### src/rtl/core/spcd_pkg.sv
// Shared constants, types and helpers for the switch pulse combination detector.
package spcd_pkg;

    localparam int TIME_W  = 32;
    localparam int CNT_W   = 4;
    localparam int KEY_W   = 4;
    localparam int MS_W    = 16;
    localparam int CFG_W   = 16;
    localparam int CFG_A_W = 2;
    localparam int S_DATA_W = 40;
    localparam int M_DATA_W = 8;

    localparam logic [CNT_W-1:0] CNT_MAX = {CNT_W{1'b1}};

    localparam logic [KEY_W-1:0] ARM_PULSES_RST    = KEY_W'(3);
    localparam logic [KEY_W-1:0] DISARM_PULSES_RST = KEY_W'(2);
    localparam logic [MS_W-1:0]  ENTRY_TIMEOUT_RST = MS_W'(4000);
    localparam logic [MS_W-1:0]  DEBOUNCE_RST      = MS_W'(500);

    typedef enum logic [CFG_A_W-1:0] {
        CFG_ARM_PULSES    = 2'd0,
        CFG_DISARM_PULSES = 2'd1,
        CFG_ENTRY_TIMEOUT = 2'd2,
        CFG_DEBOUNCE      = 2'd3
    } cfg_idx_t;

    typedef enum logic [1:0] {
        COMBO_NONE   = 2'd0,
        COMBO_ARM    = 2'd1,
        COMBO_DISARM = 2'd2
    } combo_t;

    typedef enum logic [1:0] {
        POS_RIGHT   = 2'd0,
        POS_LEFT    = 2'd1,
        POS_NEUTRAL = 2'd2
    } pos_t;

    typedef struct packed {
        logic [KEY_W-1:0] arm_pulses;
        logic [KEY_W-1:0] disarm_pulses;
        logic [MS_W-1:0]  entry_timeout_ms;
        logic [MS_W-1:0]  debounce_ms;
    } cfg_t;

    typedef struct packed {
        logic [CNT_W-1:0]  count;
        logic [TIME_W-1:0] start_time;
        logic [TIME_W-1:0] pulse_time;
        logic              take_stamp;
        logic [TIME_W-1:0] success_time;
    } side_t;

    localparam side_t SIDE_RST = '{
        count: '0, start_time: '0, pulse_time: '0, take_stamp: 1'b1, success_time: '0
    };

    // Wrapping difference now - then compared against a millisecond limit.
    function automatic logic gap_exceeds(input logic [TIME_W-1:0] now,
                                         input logic [TIME_W-1:0] then_t,
                                         input logic [MS_W-1:0]   lim);
        logic [TIME_W-1:0] diff;
        diff = now - then_t;
        return diff > {{(TIME_W-MS_W){1'b0}}, lim};
    endfunction

    function automatic logic [CNT_W-1:0] bump(input logic [CNT_W-1:0] cnt);
        return (cnt == CNT_MAX) ? cnt : cnt + CNT_W'(1);
    endfunction

endpackage

### src/rtl/core/spcd_cfg.sv
// Configuration register bank with its reset values.
module spcd_cfg (
    input  logic                           aclk,
    input  logic                           aresetn,
    input  logic                           cfg_we,
    input  logic [spcd_pkg::CFG_A_W-1:0]   cfg_index,
    input  logic [spcd_pkg::CFG_W-1:0]     cfg_wdata,
    output spcd_pkg::cfg_t                 cfg
);
    import spcd_pkg::*;

    cfg_t cfg_reg;
    cfg_t cfg_next;

    always_comb begin
        cfg_next = cfg_reg;
        if (cfg_we) begin
            unique case (cfg_idx_t'(cfg_index))
                CFG_ARM_PULSES:    cfg_next.arm_pulses       = cfg_wdata[KEY_W-1:0];
                CFG_DISARM_PULSES: cfg_next.disarm_pulses    = cfg_wdata[KEY_W-1:0];
                CFG_ENTRY_TIMEOUT: cfg_next.entry_timeout_ms = cfg_wdata[MS_W-1:0];
                CFG_DEBOUNCE:      cfg_next.debounce_ms      = cfg_wdata[MS_W-1:0];
                default:           cfg_next = cfg_reg;
            endcase
        end
    end

    always_ff @(posedge aclk) begin
        if (!aresetn) begin
            cfg_reg <= '{arm_pulses: ARM_PULSES_RST, disarm_pulses: DISARM_PULSES_RST,
                         entry_timeout_ms: ENTRY_TIMEOUT_RST, debounce_ms: DEBOUNCE_RST};
        end else begin
            cfg_reg <= cfg_next;
        end
    end

    assign cfg = cfg_reg;

endmodule

### src/rtl/core/spcd_step.sv
// Combinational poll step: both side updates, success and timeout checks.
module spcd_step (
    input  spcd_pkg::cfg_t                cfg,
    input  spcd_pkg::side_t               rs_cur,
    input  spcd_pkg::side_t               ls_cur,
    input  logic [spcd_pkg::TIME_W-1:0]   now,
    input  logic                          right_low,
    input  logic                          left_low,
    output spcd_pkg::side_t               rs_new,
    output spcd_pkg::side_t               ls_new,
    output spcd_pkg::combo_t              combo,
    output spcd_pkg::pos_t                pos
);
    import spcd_pkg::*;

    side_t rs;
    side_t ls;
    logic  r_act;
    logic  l_act;
    logic  r_gap;
    logic  l_gap;
    combo_t res;

    // A fresh stamp makes the pulse gap zero, so it never counts on that poll.
    assign r_act = right_low && gap_exceeds(now, rs_cur.success_time, cfg.debounce_ms);
    assign l_act = left_low  && gap_exceeds(now, ls_cur.success_time, cfg.debounce_ms);
    assign r_gap = !rs_cur.take_stamp && gap_exceeds(now, rs_cur.pulse_time, cfg.debounce_ms);
    assign l_gap = !ls_cur.take_stamp && gap_exceeds(now, ls_cur.pulse_time, cfg.debounce_ms);

    always_comb begin
        rs  = rs_cur;
        ls  = ls_cur;
        res = COMBO_NONE;

        if (r_act) begin
            if (rs.take_stamp) begin
                rs.take_stamp = 1'b0;
                rs.pulse_time = now;
            end
            if (rs.count == '0) begin
                ls.count      = '0;
                ls.take_stamp = 1'b1;
                rs.start_time = now;
                rs.count      = CNT_W'(1);
            end else if (r_gap) begin
                rs.count      = bump(rs.count);
                rs.take_stamp = 1'b1;
            end
        end

        if (rs.count == cfg.arm_pulses) begin
            rs.count        = '0;
            rs.take_stamp   = 1'b1;
            ls.count        = '0;
            ls.take_stamp   = 1'b1;
            rs.success_time = now;
            res             = COMBO_ARM;
        end else begin
            if (rs.count != '0 && gap_exceeds(now, rs.start_time, cfg.entry_timeout_ms)) begin
                rs.count      = '0;
                rs.take_stamp = 1'b1;
                ls.count      = '0;
                ls.take_stamp = 1'b1;
            end

            // Left side reads the left state as the right side left it.
            if (l_act) begin
                if (ls.take_stamp) begin
                    ls.take_stamp = 1'b0;
                    ls.pulse_time = now;
                end
                if (ls.count == '0) begin
                    rs.count      = '0;
                    rs.take_stamp = 1'b1;
                    ls.start_time = now;
                    ls.count      = CNT_W'(1);
                end else if (l_gap && !ls.take_stamp && ls_cur.take_stamp == 1'b0) begin
                    ls.count      = bump(ls.count);
                    ls.take_stamp = 1'b1;
                end
            end

            if (ls.count == cfg.disarm_pulses) begin
                ls.count        = '0;
                ls.take_stamp   = 1'b1;
                rs.count        = '0;
                rs.take_stamp   = 1'b1;
                ls.success_time = now;
                res             = COMBO_DISARM;
            end else if (ls.count != '0
                         && gap_exceeds(now, ls.start_time, cfg.entry_timeout_ms)) begin
                ls.count      = '0;
                ls.take_stamp = 1'b1;
                rs.count      = '0;
                rs.take_stamp = 1'b1;
            end
        end
    end

    assign rs_new = rs;
    assign ls_new = ls;
    assign combo  = res;
    assign pos    = right_low ? POS_RIGHT : (left_low ? POS_LEFT : POS_NEUTRAL);

endmodule

### src/rtl/core/switch_pulse_combination_detector.sv
// Top level: config bank, input register, state registers, step logic and result register.
//
// Each input beat is one poll of a three-position switch: the free-running
// millisecond time and the two active-low contacts (already inverted, so 1
// means the contact is closed). Each accepted beat yields exactly one result
// beat carrying the combination outcome (none, arm, disarm) and the switch
// position, in the order the polls arrived.
// An accepted beat is held in the input register, worked through the step
// logic and registered into the result register that drives m_tvalid.
// Throughput: one beat per cycle while the receiver keeps m_tready high; the
// state registers update from the step logic on each advance.
// When the receiver stalls, the result beat holds in the output register and
// one further poll waits in the input register; s_tready then drops.
// Reset (aresetn low, synchronous) empties both registers, restores the
// register defaults (arm 3, disarm 2, timeout 4000 ms, debounce 500 ms),
// clears both pulse counts and all times, and sets both take-stamp flags.
// Configuration writes land one per cycle on cfg_we, and should only be made
// while no poll is in flight.
module switch_pulse_combination_detector (
    input  logic                                aclk,
    input  logic                                aresetn,
    input  logic                                s_tvalid,
    output logic                                s_tready,
    // [31:0] now_ms, [32] right_low, [33] left_low, [39:34] zero
    input  logic [spcd_pkg::S_DATA_W-1:0]       s_tdata,
    output logic                                m_tvalid,
    input  logic                                m_tready,
    // [1:0] combo_result, [3:2] switch_position, [7:4] zero
    output logic [spcd_pkg::M_DATA_W-1:0]       m_tdata,
    input  logic                                cfg_we,
    input  logic [spcd_pkg::CFG_A_W-1:0]        cfg_index,
    input  logic [spcd_pkg::CFG_W-1:0]          cfg_wdata
);
    import spcd_pkg::*;

    cfg_t              cfg;
    logic              in_valid_reg;
    logic [TIME_W-1:0] in_now_reg;
    logic              in_right_reg;
    logic              in_left_reg;
    side_t             rs_reg;
    side_t             ls_reg;
    side_t             rs_next;
    side_t             ls_next;
    combo_t            combo;
    pos_t              pos;
    logic              out_valid_reg;
    logic [M_DATA_W-1:0] out_data_reg;
    logic              advance;
    logic              s_accept;

    spcd_cfg u_cfg (
        .aclk      (aclk),
        .aresetn   (aresetn),
        .cfg_we    (cfg_we),
        .cfg_index (cfg_index),
        .cfg_wdata (cfg_wdata),
        .cfg       (cfg)
    );

    spcd_step u_step (
        .cfg       (cfg),
        .rs_cur    (rs_reg),
        .ls_cur    (ls_reg),
        .now       (in_now_reg),
        .right_low (in_right_reg),
        .left_low  (in_left_reg),
        .rs_new    (rs_next),
        .ls_new    (ls_next),
        .combo     (combo),
        .pos       (pos)
    );

    // Advance the held poll once the result register is free or being drained.
    assign advance  = in_valid_reg && (!out_valid_reg || m_tready);
    assign s_tready = !in_valid_reg || advance;
    assign s_accept = s_tvalid && s_tready;

    always_ff @(posedge aclk) begin
        if (!aresetn) begin
            in_valid_reg  <= 1'b0;
            out_valid_reg <= 1'b0;
            rs_reg        <= SIDE_RST;
            ls_reg        <= SIDE_RST;
        end else begin
            if (s_tready) begin
                in_valid_reg <= s_tvalid;
            end
            if (advance) begin
                out_valid_reg <= 1'b1;
                rs_reg        <= rs_next;
                ls_reg        <= ls_next;
            end else if (m_tready) begin
                out_valid_reg <= 1'b0;
            end
        end
    end

    always_ff @(posedge aclk) begin
        if (s_accept) begin
            in_now_reg   <= s_tdata[TIME_W-1:0];
            in_right_reg <= s_tdata[TIME_W];
            in_left_reg  <= s_tdata[TIME_W+1];
        end
        if (advance) begin
            out_data_reg <= {4'b0000, pos, combo};
        end
    end

    assign m_tvalid = out_valid_reg;
    assign m_tdata  = out_data_reg;

endmodule

### config.mk
export PLATFORM = sky130hd
export DESIGN_NAME = switch_pulse_combination_detector
export DESIGN_NICKNAME = d
export VERILOG_FILES = /design/src/rtl/core/spcd_pkg.sv /design/src/rtl/core/spcd_cfg.sv /design/src/rtl/core/spcd_step.sv /design/src/rtl/core/switch_pulse_combination_detector.sv
export SDC_FILE = /design/constraint.sdc
export NUM_CORES = 1
export LEC_CHECK = 0
export ABC_CLOCK_PERIOD_IN_PS = 15600
export BUFFER_PORTS_ARGS = -buffer_cell sky130_fd_sc_hd__buf_2
export CAP_MARGIN = 10
export CORE_MARGIN = 1
export CORE_UTILIZATION = 30
export CTS_CLUSTER_SIZE = 25
export DETAILED_ROUTE_END_ITERATION = 10
export PLACE_DENSITY_LB_ADDON = 0.08
export SETUP_SLACK_MARGIN = 0.05
export SYNTH_ARGS = -nofsm -noshare
export SYNTH_HDL_FRONTEND = slang
export SYNTH_SLANG_ARGS = --single-unit
### constraint.sdc
create_clock -name aclk -period 15.6 [get_ports aclk]
set_input_delay 0.78 -clock aclk [delete_from_list [all_inputs] [get_ports aclk]]
set_output_delay 0.78 -clock aclk [all_outputs]
set_load 0.03 [all_outputs]
==> results.sh <==
export IMPL_yosys_area_share_xor_xnor_pct=3.720
export IMPL_setup_viol_count_final=0
export IMPL_static_leakage_power_nw=12.89
export IMPL_clock_skew_ns=0.03932
export IMPL_distinct_cells_synth=112
export IMPL_clk_insertion_delay_late_ns=0.58
export IMPL_muxShareOfSynthArea_pct=5.560
export IMPL_final_critical_path_share_of_the_clock_period_pct=97.18
export IMPL_fp_dieH_um=298.5
export IMPL_crit_path_max_incr_delay_ns=0.43
export IMPL_synth_warnings=0
export IMPL_crit_required_ns=16.10
export IMPL_cpLargestDelayFamily="compound AO/OA/AOI/OAI gates"
export IMPL_antenna_found_initial=2
export IMPL_gpl_final_weighted_congestion=0.9241
export IMPL_synth_compound_gate_area_share_pct=26.66
export IMPL_arrival_ns=15.66
export IMPL_worstSetupStartpoint="in_now_reg[1]"
export IMPL_crit_path_frequent_cell="a21o_1"
export IMPL_timing_critical_path_from_type="flip-flop"
export IMPL_post_synth_fa_ha_maj_area_fraction_pct=14.04
export IMPL_groute_usage_overall_pct=22.28
export IMPL_synth_cells=3378
export IMPL_drive_above_1_share_pct=15.89
export IMPL_critical_path_class="flip-flop to flip-flop"
export IMPL_cts_reportedPaths_clkPinSlew_ns=0.06
export IMPL_io_pins=73
export IMPL_detailedPlacementHpwl_um=79840
export IMPL_worst_path_buf_inv=7
export IMPL_cap_violations=0
export IMPL_core_area_mm2=0.08689
export IMPL_worst_hold_startpoint="s_tdata[1]"
export IMPL_wire_per_inst_um=21.33
export IMPL_power_density_mw_per_mm2=85.54
export IMPL_largest_family_of_logic_cells_by_synthesized_area="compound AO/OA/AOI/OAI gates"
export IMPL_slew_headroom_pct=12.24
export IMPL_placedCellCount=4680
export IMPL_cts_buffers=40
export IMPL_antenna_violating_nets_post_route=0
export IMPL_run_status="completed"
export IMPL_final_min_clock_period_ns=15.16
export IMPL_cts_root_buffer_cell="clkbuf_16"
export IMPL_clock_tree_from_tritoncts="done"
export IMPL_synth_seq_cells=282
export IMPL_timing_critical_path_to_type="flip-flop"
export IMPL_cts_hold_repair_buffers=0
export IMPL_timing_rr_start="in_now_reg[1]"
export IMPL_synthArstFlopShare_pct=0
export IMPL_n_antenna_cell=0
export IMPL_dieWidth_um=298.5
export IMPL_critical_path_slowest_cell="edfxtp_1"
export IMPL_timing_max_transition_violations_final=0
export IMPL_synth_area_per_cell_um2=7.807
export IMPL_via_count=26030
export IMPL_synthDominantCellAreaShare_pct=18.52
export IMPL_highest_achievable_clock_rate_mhz=65.96
export IMPL_placement_rows=108
export IMPL_hold_path_class="input pin to flip-flop"
export IMPL_route_final_wire_length_um=102500
export IMPL_flow_area_growth_from_synthesis_pct=20.84
export IMPL_ir_drop_mv=0.08639
export IMPL_num_nets_final=3970
export IMPL_ctsHtreeMaxLevel=2
export IMPL_worst_slew_pin_transition_ns=1.305
export IMPL_dominantRegCellSynth="dfxtp_1"
export IMPL_io_buffer_count=62
export IMPL_die_area_mm2=0.08910
export IMPL_yosys_area_share_simple_pct=21.51
export IMPL_globalRoute_totalOverflow=0
export IMPL_post_synth_instance_area_mm2=0.02637
export IMPL_yosys_top_cells_area="dfxtp_1 (19%), ha_1 (13%), nand2_1 (6.5%)"
export IMPL_via_count_of_the_first_global_routing_pass=25710
export IMPL_grt_max_degree=102
export IMPL_vias_per_cell=5.418
export IMPL_first_pass_grt_wire_length_um=154200
export IMPL_max_clock_path_buffers=3
export IMPL_rsz0062_at_grt="yes"
export IMPL_total_power_mw=2.726
export IMPL_seq_total_area_yosys_pct=22.85
export IMPL_start_util_pct=30.35
export IMPL_crit_path_max_fanout=6
export IMPL_synth_top_area_cell="dfxtp_1"
export IMPL_drc_markers=0
export IMPL_detail_route_iter0_violations=1438
export IMPL_final_hold_violation_count=0
export IMPL_layoutNonFillerInstCount=4804
export IMPL_timing_setup_tns_ns=0
export IMPL_synth_enable_flop_cells=38
export IMPL_drtPass1Iterations=6
export IMPL_numClockSinks=282
[report_power, final]
| part | internal [mW] | switching [mW] | total, mW | leakage (nW) |
|---|---|---|---|---|
| registers | 0.763 | 0.0169 | 0.779 | 2.35 |
| clock network | 0.614 | 0.386 | 1.00 | 0.689 |
| logic | 0.392 | 0.555 | 0.947 | 9.84 |
[per-layer routing]
metal | share of wire (%) | wire length (um) | up-vias | GRT usage (%)
li1 | - | - | 12770 | -
met5 | 0 | 0 | - | 0
met4 | 2.7 | 2771 | 0 | 6.276
met2 | 49 | 50130 | 495 | 39.81
met1 | 46 | 46710 | 12640 | 28.41
met3 | 2.8 | 2877 | 129 | 1.832
[cell families after synthesis]
kind of cell               Yosys count
and+or+nand+nor                   1167
AOI/OAI and AO/OA                  999
buffers and inverters              378
adders and majority gates          294
DFF                                282
muxes                              145
xor gates and xnor gates           112
other                                1
[layout by cell type (no fill, tap or decap), types with 61 or more instances in the layout]
master    instances
nand2_1         455
ha_1            269
buf_4           266
dfxtp_1         243
inv_1           230
nor2_1          197
a21oi_1         191
mux2i_1         130
o21ai_0         126
a21boi_0        122
nor2b_1         102
a21o_1           80
xnor2_1          71
nand4_1          64
buf_2            61
[final timing paths]
check                        to  slack, ns  cells after the start
hold / removal    in_now_reg[1]       0.39                      1
hold reg to reg      rs_reg[61]       0.46                      2
setup / recovery    rs_reg[100]       0.44                     84
setup reg to reg    rs_reg[100]       0.44                     84
[cell type report]
type,instances,area [um^2]
clock inverter,17,247.7
timing repair buffer,341,2472
tap,1155,1445
fill,9030,55020
clock buffer,53,1174
sequential,282,6027
multi-input combinational,2721,19620
inverter,235,882.1
[cells in the mapped netlist (all sizes together), types with 10 or more instances]
library cell and number:
o211ai 42, o2111ai 11, buf 36, a2111oi 15
a21oi 206, ha 280, nor4 22, o31ai 28
o21bai 34, a211o 17, nand3 59, a31oi 31
nor2 204, nand2 458, nor3 64, xnor2 77
and4 17, nand2b 40, a221oi 13, inv 235
a21o 81, nor2b 105, or3 24, a21boi 124
edfxtp 38, o311ai 10, a211oi 28, o31a 14
nor3b 13, o21a 53, mux2i 136, and3 21
xor2 35, o211a 36, and2 31, clkbuf 107
nand4 67, o21ai 160, dfxtp 244, or2 16
[repair_timing]
item                                    4_1_cts  5_1_grt
pin swaps                                    37       92
gates cloned                                  0        0
buffers inserted                             23       31
endpoints found under the setup margin       10       10
gates resized for setup                      45      119
[per-stage QoR]
| stage | setup WS [ns] | hold WS [ns] | instance area (um^2) | utilization [%] |
|---|---|---|---|---|
| 2_1_floorplan | 0.05630 | 0.4428 | 26430 | - |
| 3_3_place_gp | -0.8563 | 0.4527 | 29280 | 33.70 |
| 5_1_grt | -0.4800 | 0.3518 | 31870 | 36.68 |
| 3_5_place_dp | -0.9701 | 0.4578 | 29280 | 33.70 |
| 6_report | 0.4400 | 0.3883 | 31870 | 36.68 |
| 4_1_cts | 0.05368 | 0.3411 | 31080 | 35.78 |
Note: power is estimated with default switching activity, not from simulation.
